### src/sv/kmd5_pkg.sv
// Shared types, MD5 constant tables and a helper function for the keyed MD5 ISN core.
package kmd5_pkg;

  localparam int unsigned NumSteps    = 64;
  localparam int unsigned NumWords    = 16;
  localparam int unsigned NumCfgRegs  = 8;
  localparam int unsigned CfgIdxWidth = 4;

  // Boolean function group of one MD5 step.
  typedef enum logic [1:0] {
    ROUND_F = 2'd0,
    ROUND_G = 2'd1,
    ROUND_H = 2'd2,
    ROUND_I = 2'd3
  } round_e;

  // Working state carried from one step register to the next.
  // The t word holds a + K[i] + W[g(i)] for the step that consumes it.
  typedef struct packed {
    logic [31:0] b;
    logic [31:0] c;
    logic [31:0] d;
    logic [31:0] t;
    logic [31:0] h0;
  } stage_t;

  // Additive constants, one per step.
  localparam logic [31:0] MD5_K [NumSteps] = '{
    32'hd76aa478, 32'he8c7b756, 32'h242070db, 32'hc1bdceee,
    32'hf57c0faf, 32'h4787c62a, 32'ha8304613, 32'hfd469501,
    32'h698098d8, 32'h8b44f7af, 32'hffff5bb1, 32'h895cd7be,
    32'h6b901122, 32'hfd987193, 32'ha679438e, 32'h49b40821,
    32'hf61e2562, 32'hc040b340, 32'h265e5a51, 32'he9b6c7aa,
    32'hd62f105d, 32'h02441453, 32'hd8a1e681, 32'he7d3fbc8,
    32'h21e1cde6, 32'hc33707d6, 32'hf4d50d87, 32'h455a14ed,
    32'ha9e3e905, 32'hfcefa3f8, 32'h676f02d9, 32'h8d2a4c8a,
    32'hfffa3942, 32'h8771f681, 32'h6d9d6122, 32'hfde5380c,
    32'ha4beea44, 32'h4bdecfa9, 32'hf6bb4b60, 32'hbebfbc70,
    32'h289b7ec6, 32'heaa127fa, 32'hd4ef3085, 32'h04881d05,
    32'hd9d4d039, 32'he6db99e5, 32'h1fa27cf8, 32'hc4ac5665,
    32'hf4292244, 32'h432aff97, 32'hab9423a7, 32'hfc93a039,
    32'h655b59c3, 32'h8f0ccc92, 32'hffeff47d, 32'h85845dd1,
    32'h6fa87e4f, 32'hfe2ce6e0, 32'ha3014314, 32'h4e0811a1,
    32'hf7537e82, 32'hbd3af235, 32'h2ad7d2bb, 32'heb86d391
  };

  // Rotate amounts, indexed by {round group, step within four}.
  localparam logic [4:0] MD5_S [16] = '{
    5'd7, 5'd12, 5'd17, 5'd22, 5'd5, 5'd9, 5'd14, 5'd20,
    5'd4, 5'd11, 5'd16, 5'd23, 5'd6, 5'd10, 5'd15, 5'd21
  };

  // Message word used by a given step.
  function automatic logic [3:0] msg_index(input logic [5:0] step);
    logic [8:0] prod;
    logic [3:0] idx;
    prod = '0;
    case (step[5:4])
      2'd0: prod = {3'd0, step};
      2'd1: prod = 9'({3'd0, step} * 9'd5) + 9'd1;
      2'd2: prod = 9'({3'd0, step} * 9'd3) + 9'd5;
      default: prod = 9'({3'd0, step} * 9'd7);
    endcase
    idx = prod[3:0];
    return idx;
  endfunction

endpackage

### src/sv/kmd5_step.sv
// One registered MD5 step: boolean function, add, rotate and chaining shift.
module kmd5_step (
  input  logic            clk_i,
  input  logic            rst_ni,
  input  logic            valid_i,
  input  kmd5_pkg::stage_t stage_i,
  input  kmd5_pkg::round_e group_i,
  input  logic [4:0]      shift_i,
  input  logic [31:0]     kw_next_i,
  output logic            valid_o,
  output kmd5_pkg::stage_t stage_o
);
  import kmd5_pkg::*;

  logic [31:0] f_fn;
  logic [31:0] sum;
  logic [63:0] dbl;
  logic [31:0] rot;
  logic        valid_q;
  stage_t      stage_d;
  stage_t      stage_q;

  // Boolean function of the current round group.
  always_comb begin
    case (group_i)
      ROUND_F: f_fn = (stage_i.b & stage_i.c) | (~stage_i.b & stage_i.d);
      ROUND_G: f_fn = (stage_i.d & stage_i.b) | (~stage_i.d & stage_i.c);
      ROUND_H: f_fn = stage_i.b ^ stage_i.c ^ stage_i.d;
      default: f_fn = stage_i.c ^ (stage_i.b | ~stage_i.d);
    endcase
  end

  // Step arithmetic. The old d becomes the next a, so it is folded into the
  // next step's pre-added constant here.
  always_comb begin
    sum        = f_fn + stage_i.t;
    dbl        = {sum, sum} << shift_i;
    rot        = dbl[63:32];
    stage_d.b  = stage_i.b + rot;
    stage_d.c  = stage_i.b;
    stage_d.d  = stage_i.c;
    stage_d.t  = stage_i.d + kw_next_i;
    stage_d.h0 = stage_i.h0;
  end

  // Valid bit is control state; the payload needs no reset.
  always_ff @(posedge clk_i or negedge rst_ni) begin
    if (!rst_ni) begin
      valid_q <= 1'b0;
    end else begin
      valid_q <= valid_i;
    end
  end

  always_ff @(posedge clk_i) begin
    if (valid_i) begin
      stage_q <= stage_d;
    end
  end

  assign valid_o = valid_q;
  assign stage_o = stage_q;

endmodule

### config.mk
export PLATFORM = sky130hd
export DESIGN_NAME = kmd5_step
export DESIGN_NICKNAME = d
export VERILOG_FILES = /design/src/sv/kmd5_pkg.sv /design/src/sv/kmd5_step.sv
export SDC_FILE = /design/constraint.sdc
export NUM_CORES = 1
export LEC_CHECK = 0
export BUFFER_PORTS_ARGS = -buffer_cell sky130_fd_sc_hd__buf_2
export CAP_MARGIN = 20
export CORE_MARGIN = 2
export CORE_UTILIZATION = 50
export CTS_CLUSTER_SIZE = 28
export DETAILED_ROUTE_END_ITERATION = 6
export PLACE_DENSITY = 0.78
export SLEW_MARGIN = 0
export SYNTH_ARGS = -nofsm -noshare
export SYNTH_HDL_FRONTEND = slang
export SYNTH_SLANG_ARGS = --single-unit
### constraint.sdc
create_clock -name clk_i -period 0.8 [get_ports clk_i]
set_clock_uncertainty 0.2 [all_clocks]
set_input_delay 0.16 -clock clk_i [delete_from_list [all_inputs] [get_ports clk_i]]
set_output_delay 0.16 -clock clk_i [all_outputs]
set_load 0.1 [all_outputs]
==> summary.md, run 1 <==
| Metric | Value |
|---|---|
| Status | stopped before the end |
| Last flow stage reached | global routing |
| Err | [ERROR GRT-0232] Routing congestion too high. Check the congestion heatmap in the GUI. |
| Mapped Cells | 1628 |
| Largest net degree at the start of global routing | 42 |
| Clock Tree Root | clkbuf_16 |
| Initial Util | 50.4% |
| H-tree depth | 4 |
| Most common cell in the netlist | a21oi_1 |
| GRT Util Overall | 87.2% |
| Fraction of registers with async set/reset | 0.621% |
| Post-synth top area share | 32.4% |
| FF+latch count, synth | 161 |
| Syn_area_per_cell | 9.10 sq um |
| Syn Std Cell Area | 14800 sq um |
| Port Buffers | 362 |
| EDFF count, synth | 160 |
| Ys Warns | 0 |
| Ranking of synthesized cells by area | edfxtp_1, ha_1, a21oi_1 |
| GR Overflow Total | 421 |
| Clock tree buffer depth | 2 |
| Synth unique cells | 101 |
| GP Congestion | 1.04 |
| Syn_nets | 1933 |
| DP Worst Slack | -6.54 ns |
| Die Width | 176 microns |
| Synth Flop Type | edfxtp_1 |
| Die height | 176 microns |
| Detailed Place HPWL | 57.2 mm |
| Cell taking the most area after synthesis | edfxtp_1 |
| Commonest cells in the netlist | a21oi_1, nand2_1, edfxtp_1, nor2_1, ha_1 |
| Post-synthesis sequential area ratio | 32.6% |
| CTS Sinks | 161 |
| Cell Rows | 63 |
| # IOs | 363 |
| Num CTS Buffers | 17 |
==> layer usage <==
layer	track usage, %	overflow
met2	100	226
met4	90.8	150
met3	76.4	20
met1	84.2	21
met5	59.0	4
==> stage by stage <==
stage	hold slack [ns]	std cells	area, sq um
floorplan	-0.336	1628	15200
global placement	-0.264	2861	23900
detailed placement	-0.261	2861	23900
CTS	-0.310	2958	26300
==> timing repair <==
action | CTS
setup endpoints to repair | 224
endpoints found under the hold margin | 98
gates resized for setup | 233
hold buffers | 13
pin swaps | 95
gates cloned | 7
buffers inserted | 49
==> logic make-up after synthesis <==
kind of cell / synth area share, %
adders and majority gates: 8.85
buffers and inverters: 3.19
muxes: 8.31
AOI/OAI and AO/OA: 23.2
xor gates and xnor gates: 6.84
and+or+nand+nor: 17.0
DFF: 32.6
==> inputs of run 2 (changes only) <==
--- a/config.mk
+++ b/config.mk
@@ -8,10 +8,9 @@
 export BUFFER_PORTS_ARGS = -buffer_cell sky130_fd_sc_hd__buf_2
 export CAP_MARGIN = 20
 export CORE_MARGIN = 2
-export CORE_UTILIZATION = 50
-export CTS_CLUSTER_SIZE = 28
+export CORE_UTILIZATION = 40
 export DETAILED_ROUTE_END_ITERATION = 6
-export PLACE_DENSITY = 0.78
+export PLACE_DENSITY_LB_ADDON = 0.15
 export SLEW_MARGIN = 0
 export SYNTH_ARGS = -nofsm -noshare
 export SYNTH_HDL_FRONTEND = slang
==> constraint.sdc (replaced) <==
create_clock -name clk_i -period 1 [get_ports clk_i]
set_clock_uncertainty 0.2 [all_clocks]
set_input_delay 0.2 -clock clk_i [delete_from_list [all_inputs] [get_ports clk_i]]
set_output_delay 0.2 -clock clk_i [all_outputs]
set_load 0.1 [all_outputs]
==> summary.md, run 2 <==
| Metric | Value |
|---|---|
| Synth Flop Type | edfxtp_1 |
| Comb power frac | 69.5% |
| Most common cell after layout, fill and taps aside | buf_4 |
| Unrepaired setup endpoints after global routing | true |
| FF+latch count, synth | 161 |
| CP Capture Type | flip-flop |
| Ys Warns | 0 |
| Post-synthesis sequential area ratio | 32.6% |
| DRC | 0 |
| Internal power | 29.9 mW |
| Die Width | 196 microns |
| CP most frequent cell | buf_4 |
| Die area | 38600 sq um |
| Leakage power | 12.7 nW |
| Fraction of registers with async set/reset | 0.621% |
| Cell Rows | 70 |
| Initial Util | 40.5% |
| Largest fanout on the critical path | 8 |
| GRT Util Overall | 36.1% |
| 1st-iter DRT viols | 1588 |
| Largest net degree at the start of global routing | 29 |
| Hold EP | stage_o[32]$_DFFE_PP_ |
| WS Path Type | input pin to flip-flop |
| EDFF count, synth | 160 |
| Failing checks | hold timing, setup timing |
| Fin cells | 3210 |
| Syn_nets | 1933 |
| Worst path required time | 1.00 ns |
| First-pass GRT wire length | 106 mm |
| Layout Nets | 3020 |
| Max Clock Freq | 0.150 GHz |
| Clock tree buffer depth | 2 |
| Port Buffers | 362 |
| Slew headroom | 61.7% |
| Antenna Nets Post-Route | 0 |
| Cell taking the most area after synthesis | edfxtp_1 |
| Highest-delay cell along the critical path | mux4_2 |
| Fillers | 2248 |
| Area delta synth->final | 94.3% |
| Clk pwr share | 12.1% |
| Worst hold start | kw_next_i[0] |
| Core Footprint | 36500 sq um |
| CTS tree | done |
| Final hold slack | -0.162 ns |
| Critical path arrival | 6.69 ns |
| Maximum vdd drop | 1430 uV |
| Fin worst setup slack | -5.69 ns |
| Die height | 196 microns |
| Synth unique cells | 101 |
| Period Utilization, post-route | 669% |
| CTS Hold Bufs | 72 |
| FF/Latch Area | 4830 sq um |
| Syn Std Cell Area | 14800 sq um |
| Vias/cell | 5.82 |
| H-tree depth | 4 |
| Pins Over Slew Limit | 0 |
| Max Cap Viol | 0 |
| Most frequent cells in the layout | buf_4, buf_12, buf_2 |
| Post-synth top area share | 32.4% |
| GP Congestion | 0.995 |
| Min cycle time layout | 6.69 ns |
| NetSw | 24.9 mW |
| Dpl cells | 2977 |
| Wirelength per Cell | 22.7 microns |
| Ranking of synthesized cells by area | edfxtp_1, ha_1, a21oi_1 |
| Detailed Place HPWL | 53.6 mm |
| Clock Tree Root | clkbuf_16 |
| Fin. Hold Viols | 29 |
| Final setup viols | 231 |
| DR pass1 iterations | 7 |
| Num CTS Buffers | 17 |
| DP Worst Slack | -6.37 ns |
| CTS Sinks | 161 |
| Sw frac | 45.5% |
| Most common cell in the netlist | a21oi_1 |
| Proportion of layout cells with a drive suffix above 1 | 53.9% |
| Sequential power share | 18.4% |
| Max reg flops | 160 |
| WL final | 72.9 mm |
| Initial antenna violation count | 13 |
| Syn_area_per_cell | 9.10 sq um |
| Mapped Cells | 1628 |
| Worst-Margin Slew | 0.568 ns |
| CP startpoint kind | input pin |
| TNS Setup | -268.24 ns |
| HP Class | input pin to flip-flop |
| Commonest cells in the netlist | a21oi_1, nand2_1, edfxtp_1, nor2_1, ha_1 |
| # IOs | 363 |
| Area taken by multi-input logic gates | 11500 sq um |
| PD cells | 1910 nW/um^2 |
| Status | finished with violations |
| Post-layout util | 78.8% |
| GR Overflow Total | 0 |
| Clock-pin slew on the worst setup and hold paths | 0.07 ns |
| Number of global-route vias before repair | 18200 |
| Routed vias | 18700 |
| CP peak stage delay | 0.49 ns |
| Hold Path Stages | 2 |
==> run 2: cell counts after synthesis <==
Identical to the previous run, type by type.
==> run 2: cell families (layout without fill, tap and decap cells) <==
logic type	after synthesis	after routing	share of synthesized area [%]
buffers and inverters	121	1221	3.19
AO/OA/AOI/OAI	525	525	23.2
AND/OR/NAND/NOR	523	523	17.0
adder cells (fa/ha/maj)	103	103	8.85
XOR/XNOR	114	114	6.84
multiplexers	81	81	8.31
other	0	14	0
flip-flops	161	161	32.6
==> run 2: worst max path at each step <==
stage,cells past startpoint,to,from
after floorplan,29,stage_o[157]$_DFFE_PP_,group_i[0]
after global placement,31,stage_o[155]$_DFFE_PP_,group_i[0]
after detailed placement,30,stage_o[155]$_DFFE_PP_,group_i[0]
after CTS,31,stage_o[158]$_DFFE_PP_,group_i[0]
after global routing,35,stage_o[156]$_DFFE_PP_,group_i[0]
final,34,stage_o[158]$_DFFE_PP_,group_i[1]
==> run 2: power by group through the flow <==
stage                     clock, mW  sequential, mW  combinational [mW]
after floorplan                   0            17.9                10.3
after global placement            0            10.2                32.3
after detailed placement          0            10.2                32.6
after CTS                      6.66            10.1                35.9
after global routing           6.96            10.2                39.7
final                          6.63            10.1                38.1
==> run 2: cell type report <==
class | count | area share, %
Inverter | 43 | 0.570
Tap cell | 468 | 2.04
Clock inverter | 14 | 0.504
Clock buffer | 18 | 1.49
Timing Repair Buffer | 1146 | 38.6
Antenna cell | 14 | 0.122
Multi-Input combinational cell | 1346 | 39.9
Sequential cell | 161 | 16.8
==> run 2: metal layers <==
metal	global-route usage [%]	vias to the layer above	share of wire, %
li1	-	8383	-
met1	45.2	9107	39
met2	62.0	963	48
met3	4.14	225	7.0
met4	17.8	0	5.6
met5	0	-	0
==> run 2: metrics by stage <==
step	area [sq um]	hold slack [ns]	power, mW
2_1_floorplan	15200	-0.296	28.2
3_3_place_gp	24400	-0.215	42.4
3_5_place_dp	24400	-0.219	42.9
4_1_cts	27800	-0.180	52.7
5_1_grt	28800	-0.171	56.8
6_report	28800	-0.162	54.9
==> run 2: critical path: cells and delay by family <==
kind,cells,cell delay (ns)
AO/OA/AOI/OAI,15,2.59
adder cells (fa/ha/maj),3,0.82
XOR/XNOR,1,0.08
multiplexers,4,1.06
buffers and inverters,8,1.22
AND/OR/NAND/NOR,3,0.67
==> run 2: repair_timing <==
action | CTS | global route
cloned | 5 | 1
endpoints found under the setup margin | 224 | 233
setup buffers | 80 | 44
hold endpoints to repair | 115 | 32
resized for setup | 305 | 123
pin swaps | 159 | 122
Power figures use the tool's default switching activity.
